[config.mk]
export PLATFORM = sky130hd
export DESIGN_NAME = dpfm_frame_pool
export DESIGN_NICKNAME = d
export VERILOG_FILES = /design/src/design/dpfm_pkg.sv /design/src/design/dpfm_frame_pool.sv
export SDC_FILE = /design/constraint.sdc
export NUM_CORES = 1
export LEC_CHECK = 0
export BUFFER_PORTS_ARGS = -buffer_cell sky130_fd_sc_hd__clkbuf_2
export CAP_MARGIN = 0
export CORE_AREA = 2 2 201 401
export DETAILED_ROUTE_END_ITERATION = 7
export DIE_AREA = 0 0 203 403
export PLACE_DENSITY = 0.73
export SETUP_SLACK_MARGIN = 0.1
export SYNTH_ARGS = -nofsm -noshare
export SYNTH_HDL_FRONTEND = slang
export SYNTH_SLANG_ARGS = --single-unit
[constraint.sdc]
create_clock -name clk -period 5.13 [get_ports clk]
set_input_delay 0.2565 -clock clk [delete_from_list [all_inputs] [get_ports clk]]
set_output_delay 0.2565 -clock clk [all_outputs]
set_load 0.02 [all_outputs]
[src/design/dpfm_pkg.sv]
// Shared types, constants and helpers of the demand-paging frame manager.
// No dependencies; taken in by scoped names by every other file.
package dpfm_pkg;

    // Sizing of the frame pool and the per-process page tables
    localparam int NUM_FRAMES = 64;
    localparam int FRAME_W    = 6;
    localparam int MAX_PROCS  = 16;
    localparam int PROC_W     = 4;
    localparam int MAX_PAGES  = 64;
    localparam int PAGE_W     = 6;
    localparam int COUNT_W    = 7;
    localparam int PTE_AW     = PROC_W + PAGE_W;
    localparam int WORD_W     = 17;

    // Page shift limits and reset value
    localparam logic [3:0] SHIFT_MIN   = 4'd4;
    localparam logic [3:0] SHIFT_MAX   = 4'd12;
    localparam logic [3:0] SHIFT_RESET = 4'd8;

    // Request codes
    localparam logic [1:0] REQ_CREATE  = 2'd0;
    localparam logic [1:0] REQ_READ    = 2'd1;
    localparam logic [1:0] REQ_WRITE   = 2'd2;
    localparam logic [1:0] REQ_RELEASE = 2'd3;

    // Status codes
    localparam logic [1:0] ST_OK        = 2'd0;
    localparam logic [1:0] ST_UNKNOWN   = 2'd1;
    localparam logic [1:0] ST_RANGE     = 2'd2;
    localparam logic [1:0] ST_TOO_LARGE = 2'd3;

    // One page-table entry
    typedef struct packed {
        logic               valid;
        logic               dirty;
        logic [FRAME_W-1:0] frame;
    } pte_t;

    // Commands from the sequencer to the frame pool
    typedef struct packed {
        logic               pop;
        logic               push;
        logic [FRAME_W-1:0] push_frame;
        logic               claim;
        logic [FRAME_W-1:0] claim_frame;
        logic [PROC_W-1:0]  claim_proc;
        logic [PAGE_W-1:0]  claim_page;
        logic               victim_adv;
        logic               init_we;
        logic [FRAME_W-1:0] init_idx;
    } pool_cmd_t;

    // Status of the frame pool seen by the sequencer
    typedef struct packed {
        logic [COUNT_W-1:0] free_count;
        logic [FRAME_W-1:0] head_frame;
        logic [FRAME_W-1:0] victim_frame;
        logic               victim_in_use;
        logic [PROC_W-1:0]  owner_proc;
        logic [PAGE_W-1:0]  owner_page;
    } pool_stat_t;

    // Clamp the page shift into its legal range
    function automatic logic [3:0] eff_shift(input logic [3:0] sh);
        logic [3:0] r;
        r = sh;
        if (sh < SHIFT_MIN) r = SHIFT_MIN;
        if (sh > SHIFT_MAX) r = SHIFT_MAX;
        return r;
    endfunction

    // Physical word index: frame and offset joined, halved
    function automatic logic [WORD_W-1:0] word_of(input logic [FRAME_W-1:0] frame,
                                                  input logic [3:0] sh,
                                                  input logic [15:0] addr);
        logic [17:0] base;
        logic [17:0] mask;
        base = 18'(frame) << sh;
        mask = (18'd1 << sh) - 18'd1;
        return WORD_W'((base | (18'(addr) & mask)) >> 1);
    endfunction

endpackage

[src/design/dpfm_frame_pool.sv]
// Frame pool: free-frame FIFO memory, frame owner memory, in-use bits and
// the round-robin victim pointer. Depends on dpfm_pkg.
module dpfm_frame_pool
(
    input  logic                  clk,
    input  logic                  rst_n,
    input  dpfm_pkg::pool_cmd_t   cmd,
    output dpfm_pkg::pool_stat_t  stat
);

    logic [dpfm_pkg::FRAME_W-1:0] fifo_mem [dpfm_pkg::NUM_FRAMES];
    logic [dpfm_pkg::PROC_W+dpfm_pkg::PAGE_W-1:0] owner_mem [dpfm_pkg::NUM_FRAMES];

    logic [dpfm_pkg::FRAME_W-1:0]    head_reg, head_next;
    logic [dpfm_pkg::FRAME_W-1:0]    tail_reg, tail_next;
    logic [dpfm_pkg::COUNT_W-1:0]    count_reg, count_next;
    logic [dpfm_pkg::FRAME_W-1:0]    victim_reg, victim_next;
    logic [dpfm_pkg::NUM_FRAMES-1:0] in_use_reg, in_use_next;
    logic [dpfm_pkg::FRAME_W-1:0]    head_q_reg;
    logic [dpfm_pkg::PROC_W+dpfm_pkg::PAGE_W-1:0] owner_q_reg;
    logic                            push_ok;

    assign push_ok = cmd.push && (count_reg < dpfm_pkg::COUNT_W'(dpfm_pkg::NUM_FRAMES));

    // Advance pointers, count and in-use bits
    always_comb
    begin
        head_next   = head_reg;
        tail_next   = tail_reg;
        count_next  = count_reg;
        victim_next = victim_reg;
        in_use_next = in_use_reg;
        if (cmd.pop)
        begin
            head_next  = head_reg + 1'b1;
            count_next = count_reg - 1'b1;
        end
        if (push_ok)
        begin
            tail_next  = tail_reg + 1'b1;
            count_next = count_reg + 1'b1;
        end
        if (cmd.push)
            in_use_next[cmd.push_frame] = 1'b0;
        if (cmd.claim)
            in_use_next[cmd.claim_frame] = 1'b1;
        if (cmd.victim_adv)
            victim_next = victim_reg + 1'b1;
    end

    always_ff @(posedge clk or negedge rst_n)
    begin
        if (!rst_n)
        begin
            head_reg   <= '0;
            tail_reg   <= '0;
            count_reg  <= dpfm_pkg::COUNT_W'(dpfm_pkg::NUM_FRAMES);
            victim_reg <= '0;
            in_use_reg <= '0;
        end
        else
        begin
            head_reg   <= head_next;
            tail_reg   <= tail_next;
            count_reg  <= count_next;
            victim_reg <= victim_next;
            in_use_reg <= in_use_next;
        end
    end

    // Free FIFO memory: fill during the clearing pass, push when a release or re-create frees a frame
    always_ff @(posedge clk)
    begin
        if (cmd.init_we)
            fifo_mem[cmd.init_idx] <= cmd.init_idx;
        else if (push_ok)
            fifo_mem[tail_reg] <= cmd.push_frame;
        head_q_reg <= fifo_mem[head_reg];
    end

    // Owner memory: write on claim, read at the victim pointer
    always_ff @(posedge clk)
    begin
        if (cmd.claim)
            owner_mem[cmd.claim_frame] <= {cmd.claim_proc, cmd.claim_page};
        owner_q_reg <= owner_mem[victim_reg];
    end

    assign stat.free_count    = count_reg;
    assign stat.head_frame    = head_q_reg;
    assign stat.victim_frame  = victim_reg;
    assign stat.victim_in_use = in_use_reg[victim_reg];
    assign stat.owner_proc    = owner_q_reg[dpfm_pkg::PROC_W+dpfm_pkg::PAGE_W-1:dpfm_pkg::PAGE_W];
    assign stat.owner_page    = owner_q_reg[dpfm_pkg::PAGE_W-1:0];

endmodule

**Word-level counts from Yosys, hierarchy flattened**

Memories as Yosys holds them, arrays and structs flattened. A register that Yosys moved wholly into a read port is not among the register bits.
Index checks and enable logic that the tools add are counted.

- Bits in registers: 89
- Memory bits (writable): 1,024
- Bits of input ports: 35
- Output and inout bits: 30
- Word-level logic and storage cells: 46
- Memories kept: 2

- $add $sub $neg: 5
- Order comparisons: 6
- Muxes and demuxes: 20
- Bitwise logic cells: 3
- Reduce and logical (&&, ||, !) cells: 5

Memories:

| name | words | width | read ports | clocked after memory_dff | write ports | RTL line | RTL |
|---|---|---|---|---|---|---|---|
| owner_mem | 64 | 10 | 1 | 1 | 1 | dpfm_frame_pool.sv:12 | `logic [dpfm_pkg::PROC_W+dpfm_pkg::PAGE_W-1:0] owner_mem [dpfm_pkg::NUM_FRAMES];` |
| fifo_mem | 64 | 6 | 1 | 1 | 1 | dpfm_frame_pool.sv:11 | `logic [dpfm_pkg::FRAME_W-1:0] fifo_mem [dpfm_pkg::NUM_FRAMES];` |

Operator list:

| kind | count |
|---|---|
| $mux 64 | 2 |
| $and 64x64->64 | 1 |
| $not 64->64 | 1 |
| $or 64x64->64 | 1 |
| $lt 6x7->1 const B | 3 |
| $add 6x1->6 const B | 3 |
| $mux 7 | 2 |
| $demux 1 s6 | 2 |
| $ge 6x1->1 const B | 2 |
| $mux 6 | 2 |
| $mux 1 | 11 |
| $add 7x1->7 const B | 1 |
| $lt 7x7->1 const B | 1 |
| $sub 7x1->7 const B | 1 |
| $bmux 1 s6 | 1 |
| $reduce_or 6->1 | 1 |
| $logic_and 1x1->1 | 3 |
| $reduce_bool 2->1 | 1 |

**Logic depth before layout (Yosys ltp)**

Gate-level depths: netlist of the first run.

- Depth in word-level cells: 9
- Mapped depth: 9
- Depth with buffers taken out: 8

**Worst setup path before layout of the first run**

OpenSTA, ideal clock, no wires.

- Path type: register to output
- Start: reg victim_reg[0] in the netlist's numbering
- End: out stat[10] in the netlist's numbering
- Data arrival time: 1.967 ns
- Data required time: 4.873 ns
- Path slack: 2.907 ns
- Stages on the path, launching flop included: 8
- Buffers on the path: 3
- Cell sequence: dfrtp_1 -> buf_6 -> buf_6 -> buf_6 -> mux4_2 -> a22oi_1 -> a22oi_1 -> and3_1

RTL lines:

| item | RTL line | RTL |
|---|---|---|
| from (decl) | dpfm_frame_pool.sv:17 | `logic [dpfm_pkg::FRAME_W-1:0] victim_reg, victim_next;` |
| from (signal assigned) | dpfm_frame_pool.sv:66 | `victim_reg <= victim_next;` |
| to (decl) | dpfm_frame_pool.sv:8 | `output dpfm_pkg::pool_stat_t stat` |

==> results.py, run 1 <==
metrics = {
    "setup_path": {
        "crit_fanout": 24,
        "reg2reg_from": "count_reg[6]",
        "required_ns": 4.87,
        "crit_arrival_ns": 3.72,
        "crit_end": "stat[10]",
        "crit_start": "victim_reg[3]",
        "ff2ff_setup_slack_ns": 1.88,
        "critPathKind": "reg2out",
        "end_kind": "primary output",
        "crit_slowest_cell": "dfrtp_1",
        "worstRegToRegCells": 5,
        "max_stage_delay_ns": 1.00,
        "startpoint_type": "register",
        "cp_cell_sequence": "nand3b_1 -> o22ai_1 -> a211oi_1 -> o31ai_1 -> and3_1 -> clkbuf_2",
        "r2r-end": "fifo_mem[50][2]",
    },
    "detailed_routing": {
        "first_pass_iters": 5,
        "ant_nets": 0,
        "drc": 0,
        "wire_per_inst_um": 29.4,
        "first_iter_violations": 2762,
        "vias": 23600,
        "routed_wl_um": 106000,
        "routed_via_density": 6.57,
    },
    "clock_network": {
        "path_clk_slew_ns": 0.07,
        "cts_tree": "yes",
        "cts-resized-gates": 0,
        "cts_sinks": 1129,
        "clk_latency_ns": 0.69,
        "clk_path_buf_depth": 3,
        "htreeDepth": 3,
        "cts_buffers": 97,
        "cts_setup_buffers": 0,
        "cts-root-buf": "clkbuf_16",
    },
    "finish": {
        "diodes": 0,
        "final_core_util_pct": 62.7,
        "drive_gt1_share_pct": 19.8,
        "area_growth_pct": 10.4,
        "mostFrequentLayoutCells": "edfxtp_1, mux4_2, nor2_1, mux2i_1, o21ai_0",
        "fin_area_um2": 49300,
        "nNetsFinal": 2521,
        "layout_commonest_cell": "edfxtp_1",
        "final_cells": 3595,
        "largest_reg_flops": 640,
    },
    "floorplanning": {
        "dieArea_um2": 81800,
        "initial_core_util_pct": 56.7,
        "rows": 146,
        "io_pins": 65,
        "coreArea_um2": 78700,
        "die_x_um": 203,
        "die_y_um": 403,
    },
    "place": {
        "dp_hpwl_um": 64100,
        "gp_congestion": 0.879,
        "place_area_um2": 46000,
        "dp.cells": 3404,
        "io_buffers": 64,
    },
    "run_status": {
        "status": "completed",
    },
    "job": {
        "maxCapViolations": 0,
    },
    "power": {
        "ir_drop_v": 0.000379,
        "leakagePower_nw": 16.1,
        "powerDensity_nw_per_um2": 515,
    },
    "yosys": {
        "avgSynthCellArea_um2": 18.7,
        "yosys.cell_types.count": 59,
        "synthAdderAreaFrac_pct": 0.269,
        "synth_xor_area_share_pct": 0.372,
        "yosys_warnings": 0,
        "synth.largest_area_cell": "edfxtp_1",
        "ys_dominant_reg_cell": "edfxtp_1",
        "synth_area_leaders": "edfxtp_1, mux4_2, dfrtp_1",
        "synth_edf_count": 1024,
        "synth_seq_cells": 1129,
        "synthCells": 2393,
        "yosysTopAreaCellShare_pct": 68.8,
        "synth_fp_nets": 2437,
        "synth-compound-area-share_pct": 4.88,
        "synth_simple_gate_area_share_pct": 3.82,
        "synth_top_family_by_area": "multiplexers",
        "synthArstFlopShare_pct": 7.88,
        "synth_area_um2": 44700,
        "synthMuxAreaShare_pct": 14.4,
        "ys_seq_area_share_pct": 74.5,
    },
    "sta": {
        "rsz0062_at_grt": "no",
        "relSlewSlack_pct": 16.2,
        "final-max-slew-violation-count": 0,
        "hold_viol": 0,
        "max_freq_ghz": 0.251,
        "tns_ns": 0,
        "fin_skew_ns": 0.0191,
        "fin_crit_sh_pct": 77.6,
        "period_minus_slack_ns": 3.98,
        "tightestPinTransition_ns": 1.25,
        "setup_viol_count_final": 0,
    },
    "global_routing": {
        "grt_max_degree": 68,
        "grt.overflow.total": 0,
        "track_usage_pct": 26.1,
        "grt_pass1_vias": 23400,
        "antenna_found_initial": 1,
        "grt_pass1_wl_um": 156000,
    },
    "hold_path": {
        "hp-class": "in2reg",
    },
}
kinds of logic (layout without fill, tap and decap cells):
family          Yosys count  in the layout
buf+inv                 146            312
fa+ha+maj                 9              9
xor+xnor                 19             19
compound gates          340            340
mux                     379            379
simple gates            371            371
flops                  1129           1129
layout make-up:
cell class	instances	area, um^2
sequential	1129	33300
multi-input combinational	1118	10600
clock buffer	124	2660
fill	5342	29400
inverter	11	41.3
tap	1036	1300
clock inverter	57	622
timing repair buffer	120	806
metrics by stage:
stage | total power (W) | worst slack (ns) | hold slack, ns
CTS | 0.0255 | 1.19 | 0.0377
global route | 0.0262 | 1.00 | 0.0905
floorplan | 0.0159 | 2.91 | -0.0391
detailed placement | 0.0180 | 1.86 | 0.337
finish | 0.0254 | 1.15 | 0.116
global placement | 0.0179 | 1.92 | 0.342
layer usage:
layer	track usage, %	part of all wire [%]
met2	40.0	48
met5	0	0.011
met3	5.55	9.3
met4	10.5	3.9
met1	37.2	39
cell usage after synthesis, types with 14 or more instances:
master and count:
nor2_1 186, nand3_1 22, o221ai_1 18, a21oi_1 20
mux4_2 209, xnor2_1 15, nand2_1 78, a211oi_1 30
dfrtp_1 88, buf_2 39, mux2_2 18, edfxtp_1 1024
o21ai_0 131, dfxtp_1 16, a22oi_1 27, nand3b_1 16
mux2i_1 152, clkbuf_1 61, buf_6 17, buf_4 14
o22ai_1 46
worst max-delay path, delay by kind of cell, from the launching register on:
kind	cells	cell delay [ns]
AND/OR/NAND/NOR	2	1.12
buffers and inverters	1	0.18
flip-flops	1	1.00
AO/OA/AOI/OAI	3	0.73
timing repair:
item                                    4_1_cts  5_1_grt
hold buffers                                 10        0
endpoints found under the setup margin        0        0
endpoints found under the hold margin        65        0
worst min path at each step:
| stage | from | endpoint | slack (ns) | cells after the start |
|---|---|---|---|---|
| 4_1_cts | cmd[18] | in_use_reg[51] | 0.04 | 3 |
| 2_1_floorplan | rst_n | count_reg[0] | -0.04 | 0 |
| 3_5_place_dp | rst_n | victim_reg[3] | 0.34 | 1 |
| 6_report | cmd[18] | in_use_reg[51] | 0.12 | 3 |
| 5_1_grt | cmd[18] | in_use_reg[51] | 0.09 | 3 |
| 3_3_place_gp | rst_n | in_use_reg[13] | 0.34 | 1 |
where the power goes:
group          internal, W  switching (W)  total [W]
Combinational      0.00286        0.00372    0.00659
Clock              0.00424        0.00332    0.00756
Sequential          0.0105       0.000824     0.0113
Total               0.0176        0.00787     0.0254
Note: power is estimated with default switching activity, not from simulation.
==> run 2, diff against run 1 <==
clock period = 3.85 ns   (was 5.13 ns; I/O delays follow)
==> results.py, run 2 (synthesis results as in run 1) <==
metrics = {
    "run_status": {
        "status": "completed",
    },
    "clock_network": {
        "clk_latency_ns": 0.70,
        "cts-resized-gates": 0,
        "cts-root-buf": "clkbuf_16",
        "cts_buffers": 92,
        "cts_tree": "yes",
        "cts_sinks": 1129,
        "clk_path_buf_depth": 3,
        "htreeDepth": 3,
        "cts_setup_buffers": 0,
        "path_clk_slew_ns": 0.07,
        "ctsHoldBuffers": 16,
    },
    "sta": {
        "relSlewSlack_pct": 11.9,
        "max_freq_ghz": 0.277,
        "period_minus_slack_ns": 3.60,
        "tightestPinTransition_ns": 1.32,
        "rsz0062_at_grt": "no",
        "setup_viol_count_final": 0,
        "whs_ns": 0.0785,
        "final-max-slew-violation-count": 0,
        "fin_skew_ns": 0.0279,
        "fin_crit_sh_pct": 93.6,
        "hold_viol": 0,
        "tns_ns": 0,
    },
    "global_routing": {
        "grt_max_degree": 90,
        "grt_pass1_vias": 23600,
        "track_usage_pct": 26.6,
        "grt_pass1_wl_um": 158000,
        "antenna_found_initial": 2,
        "grt.overflow.total": 0,
    },
    "finish": {
        "fillers": 5291,
        "drive_gt1_share_pct": 22.1,
        "final_cells": 3672,
        "final_core_util_pct": 63.5,
        "nNetsFinal": 2603,
        "largest_reg_flops": 640,
        "mostFrequentLayoutCells": "edfxtp_1, mux4_2, nor2_1, mux2i_1, o21ai_0",
        "diodes": 0,
        "area_growth_pct": 11.9,
        "layout_commonest_cell": "edfxtp_1",
    },
    "setup_path": {
        "worstRegToRegCells": 5,
        "required_ns": 3.66,
        "crit_start": "victim_reg[1]",
        "cp_cell_sequence": "buf_4 -> mux4_2 -> a211oi_1 -> a22oi_1 -> and3_1 -> clkbuf_2",
        "reg2reg_from": "count_reg[6]",
        "crit_end": "stat[10]",
        "critPathKind": "reg2out",
        "end_kind": "primary output",
        "max_stage_delay_ns": 0.70,
        "ff2ff_setup_slack_ns": 0.69,
        "crit_arrival_ns": 3.41,
        "r2r-end": "fifo_mem[0][4]",
        "crit_fanout": 25,
        "startpoint_type": "register",
        "crit_slowest_cell": "dfrtp_4",
    },
    "floorplanning": {
        "die_x_um": 203,
        "io_pins": 65,
        "dieArea_um2": 81800,
        "initial_core_util_pct": 56.7,
        "rows": 146,
        "die_y_um": 403,
        "coreArea_um2": 78700,
    },
    "power": {
        "leakagePower_nw": 16.5,
        "ir_drop_v": 0.000531,
        "power_w": 0.0339,
        "powerDensity_nw_per_um2": 677,
    },
    "detailed_routing": {
        "drc": 0,
        "routed_via_density": 6.52,
        "ant_nets": 0,
        "routed_wl_um": 107000,
        "wire_per_inst_um": 29.2,
        "first_iter_violations": 3137,
        "vias": 23900,
        "first_pass_iters": 6,
    },
    "job": {
        "maxCapViolations": 0,
    },
    "place": {
        "io_buffers": 64,
        "dp.cells": 3485,
        "dp_hpwl_um": 66800,
        "gp_congestion": 0.904,
    },
    "hold_path": {
        "hp-class": "in2reg",
        "hold_start": "cmd[10]",
    },
}
run 2: power breakdown:
part / switching [W] / internal [W] / total, W
combinational: 0.00532 / 0.00401 / 0.00932
sequential: 0.000685 / 0.0139 / 0.0146
clock: 0.00442 / 0.00548 / 0.00990
run 2: worst max-delay path, delay by kind of cell (launching register included):
kind            cells  cell delay, ns
simple gates        1            0.26
buf+inv             2            0.60
compound gates      2            0.72
flops               1            0.70
mux                 1            0.41
run 2: layout make-up:
class / count / area [um^2] / area share [%]
Sequential cell: 1129 / 33300 / 66.6
Multi-Input combinational cell: 1118 / 10600 / 21.2
Clock buffer: 102 / 2360 / 4.72
Timing Repair Buffer: 207 / 1570 / 3.15
Tap cell: 1036 / 1300 / 2.59
Clock inverter: 69 / 805 / 1.61
Inverter: 11 / 41.3 / 0.0826
run 2: how the worst min path moves through the flow:
| stage | end | slack [ns] | cells past startpoint |
|---|---|---|---|
| after floorplan | count_reg[0] | -0.10 | 0 |
| after global placement | in_use_reg[13] | 0.39 | 1 |
| after detailed placement | in_use_reg[8] | 0.39 | 1 |
| after CTS | owner_mem[59][6] | 0.06 | 1 |
| after global routing | owner_mem[28][6] | 0.07 | 1 |
| final | owner_mem[38][2] | 0.08 | 1 |
run 2: metal layers:
layer | track usage, % | vias to the layer above | share of wire, %
li1 | - | 9994 | -
met1 | 38.7 | 12400 | 39
met2 | 40.6 | 1346 | 47
met3 | 5.10 | 229 | 9.8
met4 | 9.91 | 4 | 3.7
met5 | 0 | - | 0.025
run 2: metrics by stage:
step | setup WS [ns] | area, um^2
after floorplan | 1.69 | 44700
after global placement | 0.844 | 46700
after detailed placement | 0.742 | 46700
after CTS | 0.273 | 50000
after global routing | 0.168 | 50000
final | 0.246 | 50000
